--- config.mk ---
export PLATFORM = sky130hd
export DESIGN_NAME = serial_frame_parser_crc16_core
export DESIGN_NICKNAME = d
export VERILOG_FILES = /design/src/sv/sfp_crc_pkg.sv /design/src/sv/sfp_crc16_byte.sv /design/src/sv/serial_frame_parser_crc16_core.sv
export SDC_FILE = /design/constraint.sdc
export NUM_CORES = 1
export LEC_CHECK = 0
export BUFFER_PORTS_ARGS = -buffer_cell sky130_fd_sc_hd__buf_2
export CORE_ASPECT_RATIO = 1.1
export CORE_MARGIN = 1
export CORE_UTILIZATION = 48
export DETAILED_ROUTE_END_ITERATION = 7
export PLACE_DENSITY = 0.66
export SLEW_MARGIN = 40
export SYNTH_ARGS = -nofsm -noshare
export SYNTH_HDL_FRONTEND = slang
export SYNTH_SLANG_ARGS = --single-unit
--- constraint.sdc ---
create_clock -name clk -period 6.43 [get_ports clk]
set_input_delay 0.3215 -clock clk [delete_from_list [all_inputs] [get_ports clk]]
set_output_delay 0.3215 -clock clk [all_outputs]
set_load 0.01 [all_outputs]
--- src/sv/sfp_crc_pkg.sv ---
// Shared types and constants for the framed serial packet parser.
// No dependencies; imported by sfp_crc16_byte and serial_frame_parser_crc16_core.
`default_nettype none

package sfp_crc_pkg;

    localparam int unsigned TRAILER_BYTES = 4;
    localparam int unsigned TRAIL_CNT_W   = $clog2(TRAILER_BYTES);

    localparam logic [7:0]  HDR_FIRST      = 8'h81;
    localparam logic [7:0]  HDR_SECOND     = 8'hAA;
    localparam logic [7:0]  TAIL_FIRST     = 8'h55;
    localparam logic [7:0]  TAIL_SECOND    = 8'h81;

    localparam logic [15:0] CRC_INIT       = 16'hFFFF;
    localparam logic [15:0] CRC_POLY_REFL  = 16'hA001;
    localparam logic [15:0] CRC_XOR_OUT    = 16'hFFFF;
    localparam logic [15:0] LIMIT_RESET    = 16'd256;

    // Count of length bytes already taken when the body starts.
    localparam logic [15:0] LEN_BYTES      = 16'd2;
    // Stored-count values at which the command word bytes arrive.
    localparam logic [15:0] CMD_HI_POS     = 16'd4;
    localparam logic [15:0] CMD_LO_POS     = 16'd5;
    // Body bytes beyond the length field value.
    localparam logic [16:0] BODY_EXTRA     = 17'd4;

    typedef enum logic [2:0] {
        PH_HUNT    = 3'd0,
        PH_WAIT_AA = 3'd1,
        PH_LEN_HI  = 3'd2,
        PH_LEN_LO  = 3'd3,
        PH_BODY    = 3'd4
    } phase_t;

    typedef enum logic [1:0] {
        ST_GOOD     = 2'd0,
        ST_MISMATCH = 2'd1,
        ST_OVERFLOW = 2'd2
    } frame_status_t;

    typedef struct packed {
        logic [1:0]  frame_status;
        logic [15:0] command_word;
        logic [15:0] length_field;
        logic [15:0] computed_crc;
    } result_t;

endpackage

`default_nettype wire

--- src/sv/sfp_crc16_byte.sv ---
// One-byte update of the reflected CRC-16 (poly 0xA001), eight bit steps unrolled.
// Depends on sfp_crc_pkg for the polynomial.
`default_nettype none

module sfp_crc16_byte
    import sfp_crc_pkg::*;
(
    input  wire logic [15:0] crc_in,
    input  wire logic [7:0]  data,
    output logic      [15:0] crc_out
);

    always_comb
    begin
        logic [15:0] c;
        c = crc_in ^ {8'h00, data};
        for (int i = 0; i < 8; i++)
        begin
            if (c[0])
                c = (c >> 1) ^ CRC_POLY_REFL;
            else
                c = c >> 1;
        end
        crc_out = c;
    end

endmodule

`default_nettype wire

--- src/sv/serial_frame_parser_crc16_core.sv ---
// Top level of the framed serial packet parser with on-the-fly CRC-16/USB check.
// Depends on sfp_crc_pkg and sfp_crc16_byte.
//
//  Channel   Signals                        Direction  Content
//  --------  -----------------------------  ---------  ------------------------------
//  s (in)    s_tvalid s_tready s_tdata      slave      one received byte per request
//            s_tuser                                   plus the resync flag
//  m (out)   m_tvalid m_tready m_tdata      master     one result request per frame
//            m_tuser                                   (status in tuser)
//  cfg       cfg_we cfg_wdata               write      frame_byte_limit register
//
// Each input request is handled in the cycle it is accepted: only the parser's
// combinational logic and the 8-step CRC update sit between the input and the result
// register, so one byte per clock is sustained while s_tready is high. The result
// path is a two-entry output stage (output register plus skid register); s_tready
// drops only when both hold results, that is after two results sit unread. Reset
// (rst_n, async, active low) puts the parser in header hunt with the limit at 256.
`default_nettype none

module serial_frame_parser_crc16_core
    import sfp_crc_pkg::*;
(
    input  wire logic        clk,
    input  wire logic        rst_n,
    // Input stream.
    input  wire logic        s_tvalid,
    output logic             s_tready,
    input  wire logic [7:0]  s_tdata,   // [7:0] rx_byte
    input  wire logic [0:0]  s_tuser,   // [0] resync
    // Result stream.
    output logic             m_tvalid,
    input  wire logic        m_tready,
    output logic      [47:0] m_tdata,   // [15:0] command_word, [31:16] length_field,
                                        // [47:32] computed_crc
    output logic      [1:0]  m_tuser,   // [1:0] frame_status
    // Configuration.
    input  wire logic        cfg_we,
    input  wire logic [15:0] cfg_wdata
);

    // Parser state.
    phase_t                 phase_reg, phase_next;
    logic [16:0]            remain_reg, remain_next;
    logic [15:0]            crc_reg, crc_next;
    logic [15:0]            stored_reg, stored_next;
    logic [15:0]            len_reg, len_next;
    logic [15:0]            cmd_reg, cmd_next;
    logic [TRAIL_CNT_W-1:0] tcnt_reg, tcnt_next;
    logic                   mis_reg, mis_next;
    logic [15:0]            limit_reg;

    // Output stage.
    logic    out_valid_reg, skid_valid_reg;
    result_t out_reg, skid_reg;

    // State after an optional resync, seen by this byte.
    phase_t                 ph_eff;
    logic [16:0]            remain_eff;
    logic [15:0]            crc_eff, stored_eff, len_eff, cmd_eff;
    logic [TRAIL_CNT_W-1:0] tcnt_eff;
    logic                   mis_eff;

    logic [7:0]  rx_byte;
    logic        resync;
    logic        accept;
    logic [15:0] crc_upd;
    logic [15:0] crc_final;
    logic [15:0] stored_inc;
    logic        byte_mis;
    logic        emit;
    result_t     res;
    logic        out_fire;

    assign rx_byte  = s_tdata;
    assign resync   = s_tuser[0];
    assign s_tready = !skid_valid_reg;
    assign accept   = s_tvalid && s_tready;
    assign out_fire = out_valid_reg && m_tready;

    always_comb
    begin
        if (resync)
        begin
            ph_eff     = PH_HUNT;
            remain_eff = '0;
            crc_eff    = CRC_INIT;
            stored_eff = '0;
            len_eff    = '0;
            cmd_eff    = '0;
            tcnt_eff   = '0;
            mis_eff    = 1'b0;
        end
        else
        begin
            ph_eff     = phase_reg;
            remain_eff = remain_reg;
            crc_eff    = crc_reg;
            stored_eff = stored_reg;
            len_eff    = len_reg;
            cmd_eff    = cmd_reg;
            tcnt_eff   = tcnt_reg;
            mis_eff    = mis_reg;
        end
    end

    sfp_crc16_byte u_crc
    (
        .crc_in  (crc_eff),
        .data    (rx_byte),
        .crc_out (crc_upd)
    );

    assign stored_inc = stored_eff + 16'd1;

    // The CRC does not move during the trailer, so compare against the current value.
    assign crc_final = crc_eff ^ CRC_XOR_OUT;

    always_comb
    begin
        case (tcnt_eff)
            2'd0:    byte_mis = (rx_byte != crc_final[15:8]);
            2'd1:    byte_mis = (rx_byte != crc_final[7:0]);
            2'd2:    byte_mis = (rx_byte != TAIL_FIRST);
            default: byte_mis = (rx_byte != TAIL_SECOND);
        endcase
    end

    // Next phase of the header/length/body state machine.
    always_comb
    begin
        unique case (ph_eff)
            PH_HUNT:
                phase_next = (rx_byte == HDR_FIRST) ? PH_WAIT_AA : PH_HUNT;
            PH_WAIT_AA:
                if (rx_byte == HDR_SECOND)
                    phase_next = PH_LEN_HI;
                else if (rx_byte == HDR_FIRST)
                    phase_next = PH_WAIT_AA;
                else
                    phase_next = PH_HUNT;
            PH_LEN_HI:
                phase_next = (rx_byte == HDR_FIRST) ? PH_WAIT_AA : PH_LEN_LO;
            PH_LEN_LO:
                phase_next = PH_BODY;
            PH_BODY:
                phase_next = emit ? PH_HUNT : PH_BODY;
            default:
                phase_next = PH_HUNT;
        endcase
    end

    // Datapath and result decisions.
    always_comb
    begin
        remain_next = remain_eff;
        crc_next    = crc_eff;
        stored_next = stored_eff;
        len_next    = len_eff;
        cmd_next    = cmd_eff;
        tcnt_next   = tcnt_eff;
        mis_next    = mis_eff;
        emit        = 1'b0;
        res.frame_status = ST_GOOD;
        res.command_word = cmd_eff;
        res.length_field = len_eff;
        res.computed_crc = crc_final;

        unique case (ph_eff) inside
            PH_HUNT, PH_WAIT_AA:
            begin
                // A non-header byte while waiting for 0xAA rearms; state is already clear.
            end
            PH_LEN_HI:
                if (rx_byte != HDR_FIRST)
                begin
                    len_next = {rx_byte, 8'h00};
                    crc_next = crc_upd;
                end
            PH_LEN_LO:
            begin
                len_next    = {len_eff[15:8], rx_byte};
                crc_next    = crc_upd;
                stored_next = LEN_BYTES;
                remain_next = {1'b0, len_eff[15:8], rx_byte} + BODY_EXTRA;
            end
            PH_BODY:
                if (remain_eff != '0)
                begin
                    remain_next = remain_eff - 17'd1;
                    if (stored_eff == CMD_HI_POS)
                        cmd_next = {rx_byte, cmd_eff[7:0]};
                    else if (stored_eff == CMD_LO_POS)
                        cmd_next = {cmd_eff[15:8], rx_byte};
                    crc_next    = crc_upd;
                    stored_next = stored_inc;
                    if (stored_inc >= limit_reg)
                    begin
                        emit             = 1'b1;
                        res.frame_status = ST_OVERFLOW;
                        res.command_word = cmd_next;
                        res.computed_crc = crc_upd ^ CRC_XOR_OUT;
                    end
                end
                else
                begin
                    mis_next  = mis_eff | byte_mis;
                    tcnt_next = tcnt_eff + 1'b1;
                    if (tcnt_eff == TRAIL_CNT_W'(TRAILER_BYTES - 1))
                    begin
                        emit             = 1'b1;
                        res.frame_status = (mis_eff | byte_mis) ? ST_MISMATCH : ST_GOOD;
                    end
                end
            default:
            begin
                remain_next = '0;
                crc_next    = CRC_INIT;
                stored_next = '0;
                len_next    = '0;
                cmd_next    = '0;
                tcnt_next   = '0;
                mis_next    = 1'b0;
            end
        endcase

        // Every result rearms the parser.
        if (emit)
        begin
            remain_next = '0;
            crc_next    = CRC_INIT;
            stored_next = '0;
            len_next    = '0;
            cmd_next    = '0;
            tcnt_next   = '0;
            mis_next    = 1'b0;
        end
    end

    // Parser state registers: updated only when a byte is accepted.
    always_ff @(posedge clk or negedge rst_n)
    begin
        if (!rst_n)
        begin
            phase_reg  <= PH_HUNT;
            remain_reg <= '0;
            crc_reg    <= CRC_INIT;
            stored_reg <= '0;
            len_reg    <= '0;
            cmd_reg    <= '0;
            tcnt_reg   <= '0;
            mis_reg    <= 1'b0;
        end
        else if (accept)
        begin
            phase_reg  <= phase_next;
            remain_reg <= remain_next;
            crc_reg    <= crc_next;
            stored_reg <= stored_next;
            len_reg    <= len_next;
            cmd_reg    <= cmd_next;
            tcnt_reg   <= tcnt_next;
            mis_reg    <= mis_next;
        end
    end

    // Configuration register.
    always_ff @(posedge clk or negedge rst_n)
    begin
        if (!rst_n)
            limit_reg <= LIMIT_RESET;
        else if (cfg_we)
            limit_reg <= cfg_wdata;
    end

    // Output register with a skid register behind it. The skid register fills
    // only when a new result arrives while the output register is stalled.
    always_ff @(posedge clk or negedge rst_n)
    begin
        if (!rst_n)
        begin
            out_valid_reg  <= 1'b0;
            skid_valid_reg <= 1'b0;
        end
        else if (!out_valid_reg || out_fire)
        begin
            if (skid_valid_reg)
            begin
                out_valid_reg  <= 1'b1;
                skid_valid_reg <= accept && emit;
            end
            else
            begin
                out_valid_reg <= accept && emit;
            end
        end
        else if (accept && emit)
        begin
            skid_valid_reg <= 1'b1;
        end
    end

    always_ff @(posedge clk)
    begin
        if (!out_valid_reg || out_fire)
        begin
            if (skid_valid_reg)
            begin
                out_reg  <= skid_reg;
                skid_reg <= res;
            end
            else
            begin
                out_reg <= res;
            end
        end
        else if (accept && emit)
        begin
            skid_reg <= res;
        end
    end

    assign m_tvalid = out_valid_reg;
    assign m_tdata  = {out_reg.computed_crc, out_reg.length_field, out_reg.command_word};
    assign m_tuser  = out_reg.frame_status;

endmodule

`default_nettype wire
# Yosys cells after proc, flatten, opt, wreduce, memory -nomap -nowiden
# Cells that the tools add are included.
[classes] n_addsub=4 order_cmp=1 eq_ne=16 n_mux=67 n_bitwise=12 reduce_logical=15
[op_table] cell="2-to-1 mux 16 bit" count=26
[op_table] cell="2-to-1 mux 50 bit" count=4
[op_table] cell="one-hot mux 16 bit (3 select lines)" count=2
[op_table] cell="one-hot mux 16 bit (4 select lines)" count=1
[op_table] cell="2-to-1 mux 17 bit" count=3
[op_table] cell="one-hot mux 17 bit (3 select lines)" count=1
[op_table] cell="2-to-1 mux 18 bit" count=2
[op_table] cell="equality test 16 x 3 -> 1 bit (second input constant)" count=2
[op_table] cell="inverter 16 bit" count=2
[op_table] cell="one-hot mux 16 bit (2 select lines)" count=1
[op_table] cell="inverter 2 -> 3 bit" count=8
[op_table] cell="adder 16 x 3 -> 17 bit (second input constant)" count=1
[op_table] cell="nonzero test 17 bit" count=1
[op_table] cell="subtractor 17 x 1 -> 17 bit (second input constant)" count=1
[op_table] cell="adder 16 x 1 -> 16 bit (second input constant)" count=1
[op_table] cell="equality test 8 bit (second input constant)" count=2
[op_table] cell="greater-or-equal comparator 16 bit" count=1
[op_table] cell="!= test 8 bit" count=2
[op_table] cell="bitwise XOR 16 x 8 -> 16 bit" count=1
[op_table] cell="one-hot mux 3 bit (5 select lines)" count=1
[op_table] cell="2-to-1 mux 1 bit" count=14
[op_table] cell="2-to-1 mux 2 bit" count=5
[op_table] cell="2-to-1 mux 3 bit" count=3
[op_table] cell="2-to-1 mux 8 bit" count=1
[op_table] cell="other kinds (23)" count=29
[totals] regBits=205 input_bits=30 out_inout_bits=52 elab_cells=134

# Longest topological paths before layout
# Gate-level depths: netlist of run 1.
[logic_depth] word_depth=24 depth_mapped=23 depth_no_buf=18

# Cells and area by module
# A second synthesis of run 1 with hierarchy kept.
[hier_totals] cells_unflattened=1059 area_unflattened_um2=11222.0
[modules_own_cells] module="serial_frame_parser_crc16_core" n_inst=1 cells_per_inst=1030 area_per_inst_um2=10938.0 seq_area_each_um2=5651.7
[modules_own_cells] module="sfp_crc16_byte" n_inst=1 cells_per_inst=29 area_per_inst_um2=284.0 seq_area_each_um2=0.0

# Least setup slack after synthesis of run 1
# OpenSTA, ideal clock, no wires.
[synth_path] path_type="input to register" startpoint="in s_tuser" endpoint="reg skid_reg[0] (netlist bit) (enable)" setup_time_ns=0.412 arrival_time_ns=5.277 slack_ns=0.740 stages=22 n_path_buf=5 cell_sequence="clkbuf_1 > clkbuf_1 > clkbuf_1 > buf_1 > nor2b_1 > ha_1 > nand4_1 > nor2_1 > nand4_1 > nor2_1 > nand3_1 > xor2_1 > nor2_1 > ha_1 > nand2_1 > o21ai_0 > a21oi_1 > a21o_1 > o2bb2ai_1 > and2_0 > buf_2 > a22o_1"
[synth_between] elab_chain_len=9 word_cells_on_any_way=16 cone_classes="add/sub: 1; order compare: 1; eq/ne: 2; mux: 8; reduce/logical: 4"
[synth_rtl] item="start, declared" line_no="serial_frame_parser_crc16_core.sv:29" source="input wire logic [0:0] s_tuser,"
[synth_rtl] item="2-to-1 mux 16 bit" line_no="serial_frame_parser_crc16_core.sv:82" source="if (resync)"
[synth_rtl] item="adder 16 x 1 -> 16 bit" line_no="serial_frame_parser_crc16_core.sv:113" source="assign stored_inc = stored_eff + 16'd1;"
[synth_rtl] item="greater-or-equal comparator 16 bit" line_no="serial_frame_parser_crc16_core.sv:196" source="if (stored_inc >= limit_reg)"
[synth_rtl] item="2-to-1 mux 1 bit" line_no="serial_frame_parser_crc16_core.sv:196"
[synth_rtl] item="2-to-1 mux 1 bit" line_no="serial_frame_parser_crc16_core.sv:187" source="if (remain_eff != '0)"
[synth_rtl] item="2-to-1 mux 1 bit *" line_no="serial_frame_parser_crc16_core.sv:168" source="unique case (ph_eff) inside"
[synth_rtl] item="logical AND 1 bit *" line_no="serial_frame_parser_crc16_core.sv:316" source="else if (accept && emit)"
[synth_rtl] item="nonzero test 2 bit (no source line) *"
[synth_rtl] item="AND reduction 2 bit (no source line) *"
[synth_rtl] item="end signal, assigned" line_no="serial_frame_parser_crc16_core.sv:309" source="skid_reg <= res;"
[synth_rtl] item="end signal, assigned" line_no="serial_frame_parser_crc16_core.sv:318" source="skid_reg <= res;"
[synth_rtl] item="end, declared" line_no="serial_frame_parser_crc16_core.sv:54" source="result_t out_reg, skid_reg;"
# Mark *: on every way between the ends. The rest lies on a longest branch, timed or not.
# A chain may end at the register's enable or synchronous reset.

# Worst setup path after layout of run 1
[layout_path] startpoint="reg stored_reg[0]" endpoint="reg skid_reg[27] (netlist bit) (enable)"
[layout_between] elab_chain_len=9
[layout_rtl] item="start, declared" line_no="serial_frame_parser_crc16_core.sv:45" source="logic [15:0] stored_reg, stored_next;"
[layout_rtl] item="start signal, assigned" line_no="serial_frame_parser_crc16_core.sv:258" source="stored_reg <= stored_next;"
[layout_rtl] item="2-to-1 mux 16 bit" line_no="serial_frame_parser_crc16_core.sv:82"
[layout_rtl] item="adder 16 x 1 -> 16 bit" line_no="serial_frame_parser_crc16_core.sv:113"
[layout_rtl] item="greater-or-equal comparator 16 bit" line_no="serial_frame_parser_crc16_core.sv:196"
[layout_rtl] item="2-to-1 mux 1 bit" line_no="serial_frame_parser_crc16_core.sv:196"
[layout_rtl] item="2-to-1 mux 1 bit" line_no="serial_frame_parser_crc16_core.sv:187"
[layout_rtl] item="2-to-1 mux 1 bit" line_no="serial_frame_parser_crc16_core.sv:168"
[layout_rtl] item="logical AND 1 bit" line_no="serial_frame_parser_crc16_core.sv:316"
[layout_rtl] item="nonzero test 2 bit (no source line)"
[layout_rtl] item="AND reduction 2 bit (no source line)"
# No other way between the ends.

==> flow_results.org, run 1 <==
** Status
- Outcome :: complete, no violations

** Synthesis
- Averaged over all synthesized cells, the footprint is 10.06 µm².
- Counting every net in the synthesized netlist gives 1176.
- Number of synthesis warnings :: 0
- After technology mapping, the gate count stands at 1119.
- In the synthesized netlist the async set-or-reset flop fraction comes to 51.22%.
- Netlist Area Pre-Place :: 11260 µm²
- Most instantiated flip-flop cell in the synthesis netlist :: edfxtp_1
- Cell type contributing the most total cell area after synthesis :: edfxtp_1
- Most numerous cell types in the synthesized netlist :: 133 x nand2_1, 100 x edfxtp_1, 96 x o21ai_0
- Number of distinct library cell variants in the gate-level netlist after synthesis :: 65
- Counting flops with a built-in enable in the synthesized netlist gives 100.
- The share of synthesized area in the top cell type comes to 26.67%.
- For this run, the register share of the synthesized area comes to 50.19%.
- In the post-synthesis netlist, the biggest area contributors are edfxtp_1 27%, dfrtp_1 20%, nand2_1 4.4%.
- FF+latch count, synth :: 205
- Most numerous cell in the Yosys netlist :: nand2_1

** CTS
- TritonCTS built the clock tree.
- Reg clk slew, reported paths :: 0.06 ns
- Counting the buffers created by CTS gives 22.
- Count of clock tree sinks :: 205
- Count of instances resized after the clock tree is built :: 0
- Level count of the clock H-tree :: 1
- Post-CTS Setup Repair Bufs :: 0
- Root buffer cell :: clkbuf_16
- The later pin in the worst-skew pair is clocked with a latency of 0.51 ns.
- Counting along the longest clock path gives a buffer depth of 3.

** Timing
- Relative slew slack :: 42.96%
- Maximum frequency from static timing analysis :: 176.6 MHz
- Number of hold-slack violations in the final timing report :: 0
- Max Transition Viols Final :: 0
- Finish-stage setup viols :: 0
- At the pin with the least slew margin, the transition time is 0.8555 ns.
- Dividing the final minimum period by the clock period gives 88.05%.
- On the final layout, the worst hold slack is 0.02089 ns.
- Final clock skew :: 0.01110 ns
- Subtracting the final worst setup slack from the clock period gives 5.661 ns.
- Setup repair after global routing left no endpoint under its margin.
- For the final routed database, the setup TNS stands at 0 ns.

** Min path
- Hold Crit Start :: cfg_wdata[9]
- Worst Hold Depth :: 3
- For hold timing, the worst endpoint is limit_reg[9]$_DFFE_PN0P_.
- Tightest Hold Check Type :: input pin to register

** Routing
- After detailed routing, the number of vias per cell comes to 5.871.
- WL/cell :: 19.58 µm
- The pre-antenna-repair detailed-routing pass consisted of 5 iterations.
- DRC violations left :: 0
- Wires add up to 29.20 mm.
- Post-route antenna net violation count :: 0
- After the first detailed-routing iteration, the DRC count stood at 615.
- The routed layout has 8754 vias.

** Global routing
- Grt total ovfl :: 0
- Global-route wire length before repair :: 46.82 mm
- Total routing usage reported by global routing :: 24.79%
- Entering global routing, the biggest net connects 59 pins.
- Via count of the first global-routing pass :: 8535
- Number of antenna violations at the first check in global routing :: 0

** Critical path
- Kind of launch point of the worst setup path :: register
- The critical path is of the register to register type.
- Register-to-Register Path Depth :: 19
- Cell with the most instances on the worst path :: nor2_1
- Slowest cell on the critical path :: a22o_2
- In this run the register-to-register setup slack is 0.77 ns.
- Critical Path, Cell by Cell :: nor2b_1, ha_1, nand4_1, nor2_1, nand4_1, nor2_1, nand3_1, xor2_1, nor2_1, ha_1, nand2_1, o21ai_0, or4_1, a41oi_1, buf_4, o2bb2ai_1, and2_0, a22o_2, buf_4
- Required time at the worst-slack endpoint :: 6.60 ns
- Capturing element type of the critical path :: register
- Highest fanout seen on the critical path :: 26
- Data arrival, critical path :: 5.83 ns
- Max incr delay on CP :: 0.68 ns
- Critical path buffer and inverter count :: 2
- Family with the most delay on the worst path :: simple AND/OR/NAND/NOR gates
- RR Endpoint :: skid_reg[27]$_DFFE_PP_
- Critical R2R Launch :: stored_reg[0]$_DFFE_PN0P_

** Die
- Starting utilization of the core area :: 49.10%
- Die width :: 148.0 µm
- Io pins :: 82
- Die extent in y :: 162.6 µm
- The floorplan step defined a die boundary enclosing 24070 µm².
- Row generation in the floorplan step produced 58 rows.
- The total area inside the core boundary comes to 22930 µm².

** Place
- Half-perimeter wire length of the detailed placement result :: 19.51 mm
- At the end of routability-driven placement, the weighted congestion stood at 0.9516.
- In this run the cell area measured after placement is 11980 µm².
- The count of buffers added on input and output ports is 81.

** Finish
- Area of all placed cells without fillers :: 12690 µm²
- The repair_antennas step left the layout with diodes totalling 0.
- Number of flip-flops under the largest register name :: 50
- Relative area change from synthesis to final layout :: 12.71%
- Share of layout cells above drive strength 1 :: 18.39%
- Footprint of the multi-input gates :: 5199 µm²
- Sequential standard cell area :: 5652 µm²
- Final net count :: 1232
- Fill cells in the final layout number 2082.

** Power and ir drop
- VDD IR max :: 0.2028 mV
- Power spread over the standard cell area amounts to 294.3 nW/µm².
- LEAKAGE :: 5.399 nW

** Job
- Number of max-capacitance violations reported :: 0
==> where the power goes <==
| group | switching (W) | total, W | internal, W |
|---|---|---|---|
| registers | 0.0000962 | 0.00159 | 0.00149 |
| clock network | 0.000526 | 0.00123 | 0.000700 |
| logic | 0.000569 | 0.000921 | 0.000351 |
| total | 0.00119 | 0.00373 | 0.00254 |
==> stage by stage <==
step | power, W | std cells | worst slack [ns] | util (%)
floorplan | 0.002254 | 1119 | 0.7404 | -
global placement | 0.002492 | 1449 | 0.9560 | 52.16
detailed placement | 0.002513 | 1450 | 0.8125 | 52.25
CTS | 0.003746 | 1491 | 0.8188 | 55.33
global route | 0.003917 | 1491 | 0.2883 | 55.34
finish | 0.003735 | 1491 | 0.7686 | 55.34
==> final cells by class <==
cell class,count,area share (%)
Sequential cell,205,44.53
Multi-Input combinational cell,793,40.96
Clock buffer,29,4.713
Timing Repair Buffer,104,4.624
Tap cell,300,2.958
Inverter,49,1.449
Clock inverter,11,0.7591
==> timing repair <==
action,in CTS,in global routing
hold buffers,1,0
hold endpoints to repair,32,0
setup endpoints to repair,0,0
==> logic make-up after synthesis <==
group / count (synthesis) / share of synthesized area [%]
AO/OA/AOI/OAI: 296 / 17.28
XOR/XNOR: 66 / 5.501
adder cells (fa/ha/maj): 27 / 3.000
buffers and inverters: 121 / 4.123
flip-flops: 205 / 50.19
multiplexers: 48 / 4.945
AND/OR/NAND/NOR: 356 / 14.96
==> placed cells by master (no fill, tap or decap), types with 10 or more instances in the layout <==
cell	n
inv_1	49
a211oi_1	12
dfstp_2	17
nor2_1	78
a21oi_1	53
a22o_1	38
mux2_2	37
nor2b_1	23
nor3_1	31
o22ai_1	12
xor2_1	21
xnor2_1	42
a22oi_1	10
clkbuf_16	23
o31ai_1	18
nand2_1	133
o21ai_0	94
buf_2	80
buf_4	22
ha_1	27
nand3_1	18
dfrtp_1	88
edfxtp_1	100
==> worst reg2reg max path: stages (launching register included) <==
cell	delay, ns
dfrtp_1	0.39
nor2b_1	0.42
ha_1	0.30
nand4_1	0.11
nor2_1	0.30
nand4_1	0.28
nor2_1	0.26
nand3_1	0.12
xor2_1	0.14
nor2_1	0.08
ha_1	0.32
nand2_1	0.06
o21ai_0	0.25
or4_1	0.17
a41oi_1	0.06
buf_4	0.20
o2bb2ai_1	0.33
and2_0	0.40
a22o_2	0.68
buf_4	0.45
==> how the worst max path moves through the flow <==
stage | start | end | slack, ns | cells past startpoint
6_report | stored_reg[0]$_DFFE_PN0P_ | skid_reg[27]$_DFFE_PP_ | 0.77 | 19
5_1_grt | stored_reg[0]$_DFFE_PN0P_ | skid_reg[15]$_DFFE_PP_ | 0.29 | 19
4_1_cts | stored_reg[0]$_DFFE_PN0P_ | skid_reg[27]$_DFFE_PP_ | 0.82 | 19
3_5_place_dp | s_tuser | skid_reg[26]$_DFFE_PP_ | 0.81 | 20
3_3_place_gp | s_tuser | skid_reg[27]$_DFFE_PP_ | 0.96 | 20
2_1_floorplan | s_tuser | skid_reg[0]$_DFFE_PP_ | 0.74 | 22
==> per-layer routing <==
layer / track usage (%) / routed length, µm
met2: 40.93 / 13980
met4: 10.82 / 1039
met1: 32.58 / 12610
met3: 3.389 / 1572
met5: 0 / 0
Note: power is estimated with default switching activity, not from simulation.
==> inputs of run 2 (changes only) <==
Clock period 6.43 ns to 7.2 ns, I/O delays scaled along.
==> run 2 against run 1 <==
Worst setup slack better by 0.68 ns. Sequential cell count unchanged. Global-route usage down 0.54 points. Non-clock buffer count down 5. Utilization up 0.19 points. Count of clock-buffer cells in the layout up 5. Critical endpoint is now skid_reg[29]$_DFFE_PP_. Largest power group unchanged.
==> flow_results.org, run 2 (synthesis results as in run 1) <==
** Status
- Outcome :: complete, no violations

** Power and ir drop
- Internal power comes to 0.002340 W.
- Dividing total power by cell area gives a power density of 265.6 nW/µm².
- The analysis attributes to cell leakage a power of 5.414 nW.
- Total power for the finished layout comes to 0.003383 W.
- Net switching is 30.82% of the power.
- Of the total power, the clock network draws 34.3%.
- Switching pwr :: 0.001043 W
- VDD sags by at most 0.1767 mV.
- Sequential fraction of design power :: 41.8%
- Of the total power, combinational logic draws 23.9%.

** Global routing
- Maximum number of pins on one net before global-route repair :: 80
- Total routing usage reported by global routing :: 24.25%
- Grt total ovfl :: 0
- The via count of the first global-routing pass was 8449.
- Number of antenna violations at the first check in global routing :: 0
- Global-route wire length before repair :: 45.89 mm

** Finish
- Most common library cell in the layout ignoring fill and taps :: nand2_1
- Highest-count cells in the layout ignoring fill and taps :: 133 x nand2_1, 100 x edfxtp_1, 94 x o21ai_0, 88 x dfrtp_1, 80 x buf_2
- Relative to the synthesized area, the layout overhead comes to 13.09%.
- Number of flip-flops under the largest register name :: 50
- Fill cells in the final layout number 2073.
- Diode insertion count for antenna repair :: 0
- Final net count :: 1228
- Share of layout cells above drive strength 1 :: 18.10%

** Place
- Input/output buffers :: 81
- Summed over all nets, the half-perimeter wirelength after detailed placement is 18.79 mm.
- The congestion estimate from routability-driven global placement came to 0.9015.

** Routing
- After detailed routing, the total wire length is 28.63 mm.
- TritonRoute pass-1 iters :: 6
- Detailed Route Iter0 Violations :: 667
- The count of nets left with antenna violations once routing finished came out at 0.
- The detailed router placed 8726 vias in this run.
- Dividing the detail-routed wire length by the instance count gives 19.24 µm.
- For this run, design rule violations remaining after detail routing come to 0.
- After detailed routing, the number of vias per cell comes to 5.864.

** CTS
- Once the clock tree was built, the resizer swapped 0 gates to a different size.
- Level count of the clock H-tree :: 1
- The number of setup buffers added after CTS is 0.
- CTS saw 205 sinks.
- The longest clock path from root to sink contains 3 buffers.
- Clock tree from TritonCTS :: done
- Root buffer cell :: clkbuf_16
- For the worst-skew pair, the clock arrives at the later sink with an insertion delay of 0.52 ns.
- Cts-stage hold buffer count :: 1
- Cts bufs inserted :: 23
- Reg clk slew, reported paths :: 0.06 ns

** Critical path
- Capturing element type of the critical path :: register
- Family with the most delay on the worst path :: simple AND/OR/NAND/NOR gates
- Slowest cell on the critical path :: a41oi_1
- Critical R2R Launch :: stored_reg[0]$_DFFE_PN0P_
- Highest fanout seen on the critical path :: 41
- Max incr delay on CP :: 0.60 ns
- Required time at the worst-slack endpoint :: 7.40 ns
- In this run the worst setup path begins at stored_reg[0]$_DFFE_PN0P_.
- Together, buffers and inverters on the worst path number 1.
- Kind of launch point of the worst setup path :: register
- Data arrival, critical path :: 5.96 ns
- Traced cell by cell, the critical path runs through nor2b_1, ha_1, nand4_1, nor2_1, nand4_1, nor2_1, nand3_1, xor2_1, nor2_1, ha_1, nand2_1, o21ai_0, or4_1, a41oi_1, o2bb2ai_1, and2_0, a22o_2, buf_4.
- Cell with the most instances on the worst path :: nor2_1
- The critical path in this run is classified as register to register.

** Timing
- Setup total negative slack on the finished layout was measured at 0 ns.
- For the pin with the worst max-slew slack, the measured transition is 0.7508 ns.
- Timing would allow up to 173.8 MHz.
- Fraction of the cycle the final worst path needs :: 79.90%
- The final max-slew violation count is 0.
- Headroom to the max-slew limit came out at 49.29%.
- Min Clock Period, post-route :: 5.753 ns
- Setup violations remaining at the end of the flow were counted as 0.
- Number of hold-slack violations in the final timing report :: 0
- Between clock sinks in the finished design, the worst skew comes to 0.02045 ns.
- Setup repair after global routing left no endpoint under its margin.

** Min path
- Tightest Hold Check Type :: input pin to register
- Hold Crit Start :: cfg_wdata[14]

** Die
- FP Rows :: 58
- DIE AREA :: 24070 µm²
- Starting utilization of the core area :: 49.10%
- Die width :: 148.0 µm
- Core outline area :: 22930 µm²
- During I/O placement, the number of pins put on the boundary was 82.
- The floorplan step set the die height to 162.6 µm.

** Job
- Number of max-capacitance violations reported :: 0
-- run 2: cell types whose count changed in the layout (fill, tap and decap cells not counted), sizes merged --
cell / change
buf: -6
bufinv: +1
clkbuf: +6
clkinv: -3
clkinvlp: -2
inv: +1
-- run 2: final timing paths --
| check | to | slack, ns | cells past startpoint |
|---|---|---|---|
| min | limit_reg[14]$_DFFE_PN0P_ | 0.05 | 3 |
| min reg2reg | len_reg[7]$_DFFE_PN0P_ | 0.48 | 2 |
| max reg2reg | skid_reg[29]$_DFFE_PP_ | 1.45 | 18 |
| min in group asynchronous | limit_reg[3]$_DFFE_PN0P_ | 0.29 | 2 |
| max in group asynchronous | cmd_reg[14]$_DFFE_PN0P_ | 5.86 | 3 |
| max | skid_reg[29]$_DFFE_PP_ | 1.45 | 18 |
-- run 2: tightest hold or removal path, delay by kind of cell --
family	cells	cell delay [ns]
and+or+nand+nor	1	0.03
buffers and inverters	1	0.07
AOI/OAI and AO/OA	1	0.06
-- run 2: final cells by class --
| type | instances | area (µm²) | area share, % |
|---|---|---|---|
| Clock inverter | 8 | 93.84 | 0.7370 |
| Sequential cell | 205 | 5652 | 44.38 |
| Timing Repair Buffer | 99 | 551.8 | 4.333 |
| Inverter | 49 | 183.9 | 1.444 |
| Multi-Input combinational cell | 793 | 5229 | 41.06 |
| Clock buffer | 34 | 648.1 | 5.090 |
| Tap cell | 300 | 375.4 | 2.948 |
-- run 2: per-layer routing --
| metal | vias up | routed length [µm] | global-route usage (%) |
|---|---|---|---|
| met1 | 4180 | 12170 | 32.26 |
| met2 | 311 | 13610 | 40.20 |
| met4 | 0 | 1038 | 10.03 |
| li1 | 4161 | - | - |
| met3 | 74 | 1805 | 2.857 |
| met5 | - | 0 | 0 |
-- run 2: metrics by stage --
stage | setup WS, ns | hold WS (ns) | cells | utilization [%] | area [µm²]
floorplan | 1.472 | 0.06441 | 1119 | - | 11260
global placement | 1.419 | 0.2942 | 1445 | 51.99 | 11920
detailed placement | 1.189 | 0.2983 | 1445 | 52.11 | 11950
CTS | 1.473 | 0.04412 | 1488 | 55.39 | 12700
global route | 0.9421 | 0.04330 | 1488 | 55.53 | 12730
finish | 1.447 | 0.04771 | 1488 | 55.53 | 12730
-- run 2: power groups by stage --
stage	registers (W)	logic [W]	clock network, W
floorplan	0.00141	0.000601	0
global placement	0.00143	0.000783	0
detailed placement	0.00143	0.000794	0
CTS	0.00141	0.000798	0.00118
global route	0.00142	0.000892	0.00123
finish	0.00141	0.000809	0.00116
==> inputs of run 3 (changes only) <==
Settings changed: PLACE_DENSITY 0.66 to 0.68.
Clock period 7.2 ns to 5.05 ns, I/O delays scaled along.
==> run 3 against run 2 <==
Total power grew 43%. Critical path depth stayed put. Critical endpoint is now skid_reg[24]$_DFFE_PP_. Die area stayed put. Critical path type unchanged. Via count up 3.1%. Cell area increased by 1.9%.
==> flow_results.org, run 3 (synthesis results as in run 1) <==
** Routing
- After detailed routing, the total wire length is 29.16 mm.
- TritonRoute pass-1 iters :: 5
- After detailed routing, the average wire length per cell comes to 19.25 µm.
- Post-route antenna net violation count :: 0
- Count of vias placed by the detailed router :: 8998
- Via-per-instance ratio :: 5.939
- DRC violations left :: 0
- In this run, the number of DRC markers left after iteration 0 of detailed routing was 686.

** Min path
- For hold timing, the worst endpoint is m_tvalid$_DFFE_PN0P_.
- The path class of the tightest hold or removal check is input pin to register.
- Worst Hold Depth :: 3
- The worst hold path begins at s_tvalid.

** Timing
- Min Clock Period, post-route :: 4.694 ns
- For the pin with the worst max-slew slack, the measured transition is 0.8985 ns.
- Final clock skew :: 0.02007 ns
- Dividing the final minimum period by the clock period gives 92.94%.
- Measured against its own limit, the worst slew margin works out to 39.47%.
- PnR worst setup slack :: 0.3563 ns
- Max Transition Viols Final :: 0
- Based on the critical path, the design can be clocked at up to 213.1 MHz.
- Setup total negative slack on the finished layout was measured at 0 ns.
- Setup repair after global routing missed its margin :: no
- The total count of hold-check failures in the final report came to 0.
- Setup violations remaining at the end of the flow were counted as 0.
- Hold slack final :: 0.04105 ns

** Die
- In this run the core area contains 58 standard-cell rows.
- Die width :: 148.0 µm
- Io pins :: 82
- DIE AREA :: 24070 µm²
- Once the floorplan was initialized, standard cells occupied 49.10% of the core.
- Die extent in y :: 162.6 µm
- Core outline area :: 22930 µm²

** Finish
- In the final layout, the share of cells above drive strength 1 is 19.18%.
- Final net count :: 1255
- Post-layout util :: 56.59%
- Diode insertion count for antenna repair :: 0
- Most common library cell in the layout ignoring fill and taps :: nand2_1
- Leaving out fill and tap cells, the most frequent cells in the layout are 132 x nand2_1, 100 x edfxtp_1, 95 x o21ai_0, 88 x dfrtp_1, 80 x buf_2.
- Relative to the synthesized area, the layout overhead comes to 15.26%.
- Number of flip-flops under the largest register name :: 50

** Global routing
- For this run the aggregate overflow at the end of global routing stands at 0.
- Peak-usage layer in the global routing report :: met2
- Entering global routing, the biggest net connects 65 pins.
- In the global route stage, met1 resource usage came out at 32.53%.
- The number of antenna violations at the first check in global routing is 0.
- The first global-routing pass estimated 47.03 mm of wire.
- Met3 layer usage reported by global route :: 2.717%
- Via count of the first global-routing pass :: 8844
- Total routing usage reported by global routing :: 24.77%
- GR Util met2 :: 41.85%

** Place
- Prior to clock tree synthesis, the placed netlist has a worst setup slack of 0.1394 ns.
- At the end of routability-driven placement, the weighted congestion stood at 0.9520.
- Half-perimeter wire length of the detailed placement result :: 19.26 mm
- In this run the tool buffered the top-level ports with 81 buffer cells.

** Critical path
- For the worst flop-to-flop path, the logic depth is 18.
- STA classifies the critical path startpoint as a register.
- Required time at the worst-slack endpoint :: 5.29 ns
- The critical path is of the register to register type.
- Data arrival, critical path :: 4.93 ns
- The worst register-to-register path begins at stored_reg[1]$_DFFE_PN0P_.
- RR Endpoint :: skid_reg[24]$_DFFE_PP_
- In this run the worst path has a maximum fanout of 41.
- STA classifies the critical path endpoint as a register.
- Reg-to-reg setup timing slack :: 0.36 ns

** CTS
- After clock tree synthesis, the clock-pin slew on the worst setup and hold paths is 0.06 ns.
- The clock reaches the later pin of the worst-skew pair after 0.52 ns.
- Level count of the clock H-tree :: 1
- Clock tree from TritonCTS :: done
- Cts bufs inserted :: 23
- Root buffer cell :: clkbuf_16
- Count of clock tree sinks :: 205
- No sink is reached through more buffers than the 3 on the longest clock path.

** Job
- Across the run, the number of max-cap violations was 0.

** Power and ir drop
- The completed layout was analyzed and its total power is 0.004847 W.
- In this run the static leakage power is 5.546 nW.
- Dividing total power by cell area gives a power density of 373.5 nW/µm².
- The worst-case IR drop observed on VDD is 0.2745 mV.

** Status
- Outcome :: complete, no violations
run 3: cell type report:
| type | count | area (µm²) |
|---|---|---|
| fill | 1984 | 9955 |
| clock inverter | 13 | 122.6 |
| timing repair buffer | 126 | 804.5 |
| inverter | 49 | 183.9 |
| clock buffer | 29 | 608.1 |
| multi-input combinational | 793 | 5231 |
| tap | 300 | 375.4 |
| sequential | 205 | 5652 |
run 3: per-stage QoR:
stage | area, µm² | instances
after floorplan | 11280 | 1119
after global placement | 12020 | 1454
after detailed placement | 12030 | 1454
after CTS | 12930 | 1513
after global routing | 12980 | 1515
final | 12980 | 1515
run 3: worst max-delay path by stage:
stage	start	to	slack, ns	cells past startpoint
finish	stored_reg[1]$_DFFE_PN0P_	skid_reg[24]$_DFFE_PP_	0.36	18
global route	stored_reg[1]$_DFFE_PN0P_	skid_reg[27]$_DFFE_PP_	0.06	18
CTS	stored_reg[0]$_DFFE_PN0P_	skid_reg[27]$_DFFE_PP_	0.22	15
detailed placement	s_tuser	skid_reg[27]$_DFFE_PP_	0.14	16
global placement	s_tuser	skid_reg[26]$_DFFE_PP_	0.28	16
floorplan	s_tuser	skid_reg[0]$_DFFE_PP_	0.02	22
run 3: what timing repair did:
action,CTS,global route
endpoints found under the setup margin,0,60
setup buffers,0,0
endpoints found under the hold margin,69,0
hold buffers,17,0
gates resized for setup,0,4
run 3: metal layers:
metal  vias up  share of wire [%]
met3        72                5.8
met1      4396                 42
met4         0                3.8
met2       319                 48
li1       4211                  -
met5         -                  0
run 3: worst max-delay path, cell delays in order (launching register included):
cell and delay (ns):
dfrtp_1 0.38, nor2b_1 0.25, ha_1 0.25, nand4_1 0.13, nor2_2 0.21, nand4_1 0.18, nor2_2 0.19, nand3_1 0.11
xor2_1 0.15, nor2_1 0.13, ha_1 0.25, nand2_1 0.07, o21ai_0 0.10, or4_1 0.56, a41oi_4 0.32, o2bb2ai_1 0.21
and2_1 0.30, a22o_2 0.36, buf_12 0.22
run 3: report_power, final:
group / internal (W) / switching [W] / total, W / leakage, nW
clock: 0.000957 / 0.000682 / 0.00164 / 0.360
sequential: 0.00190 / 0.000118 / 0.00202 / 2.43
combinational: 0.000470 / 0.000721 / 0.00119 / 2.75
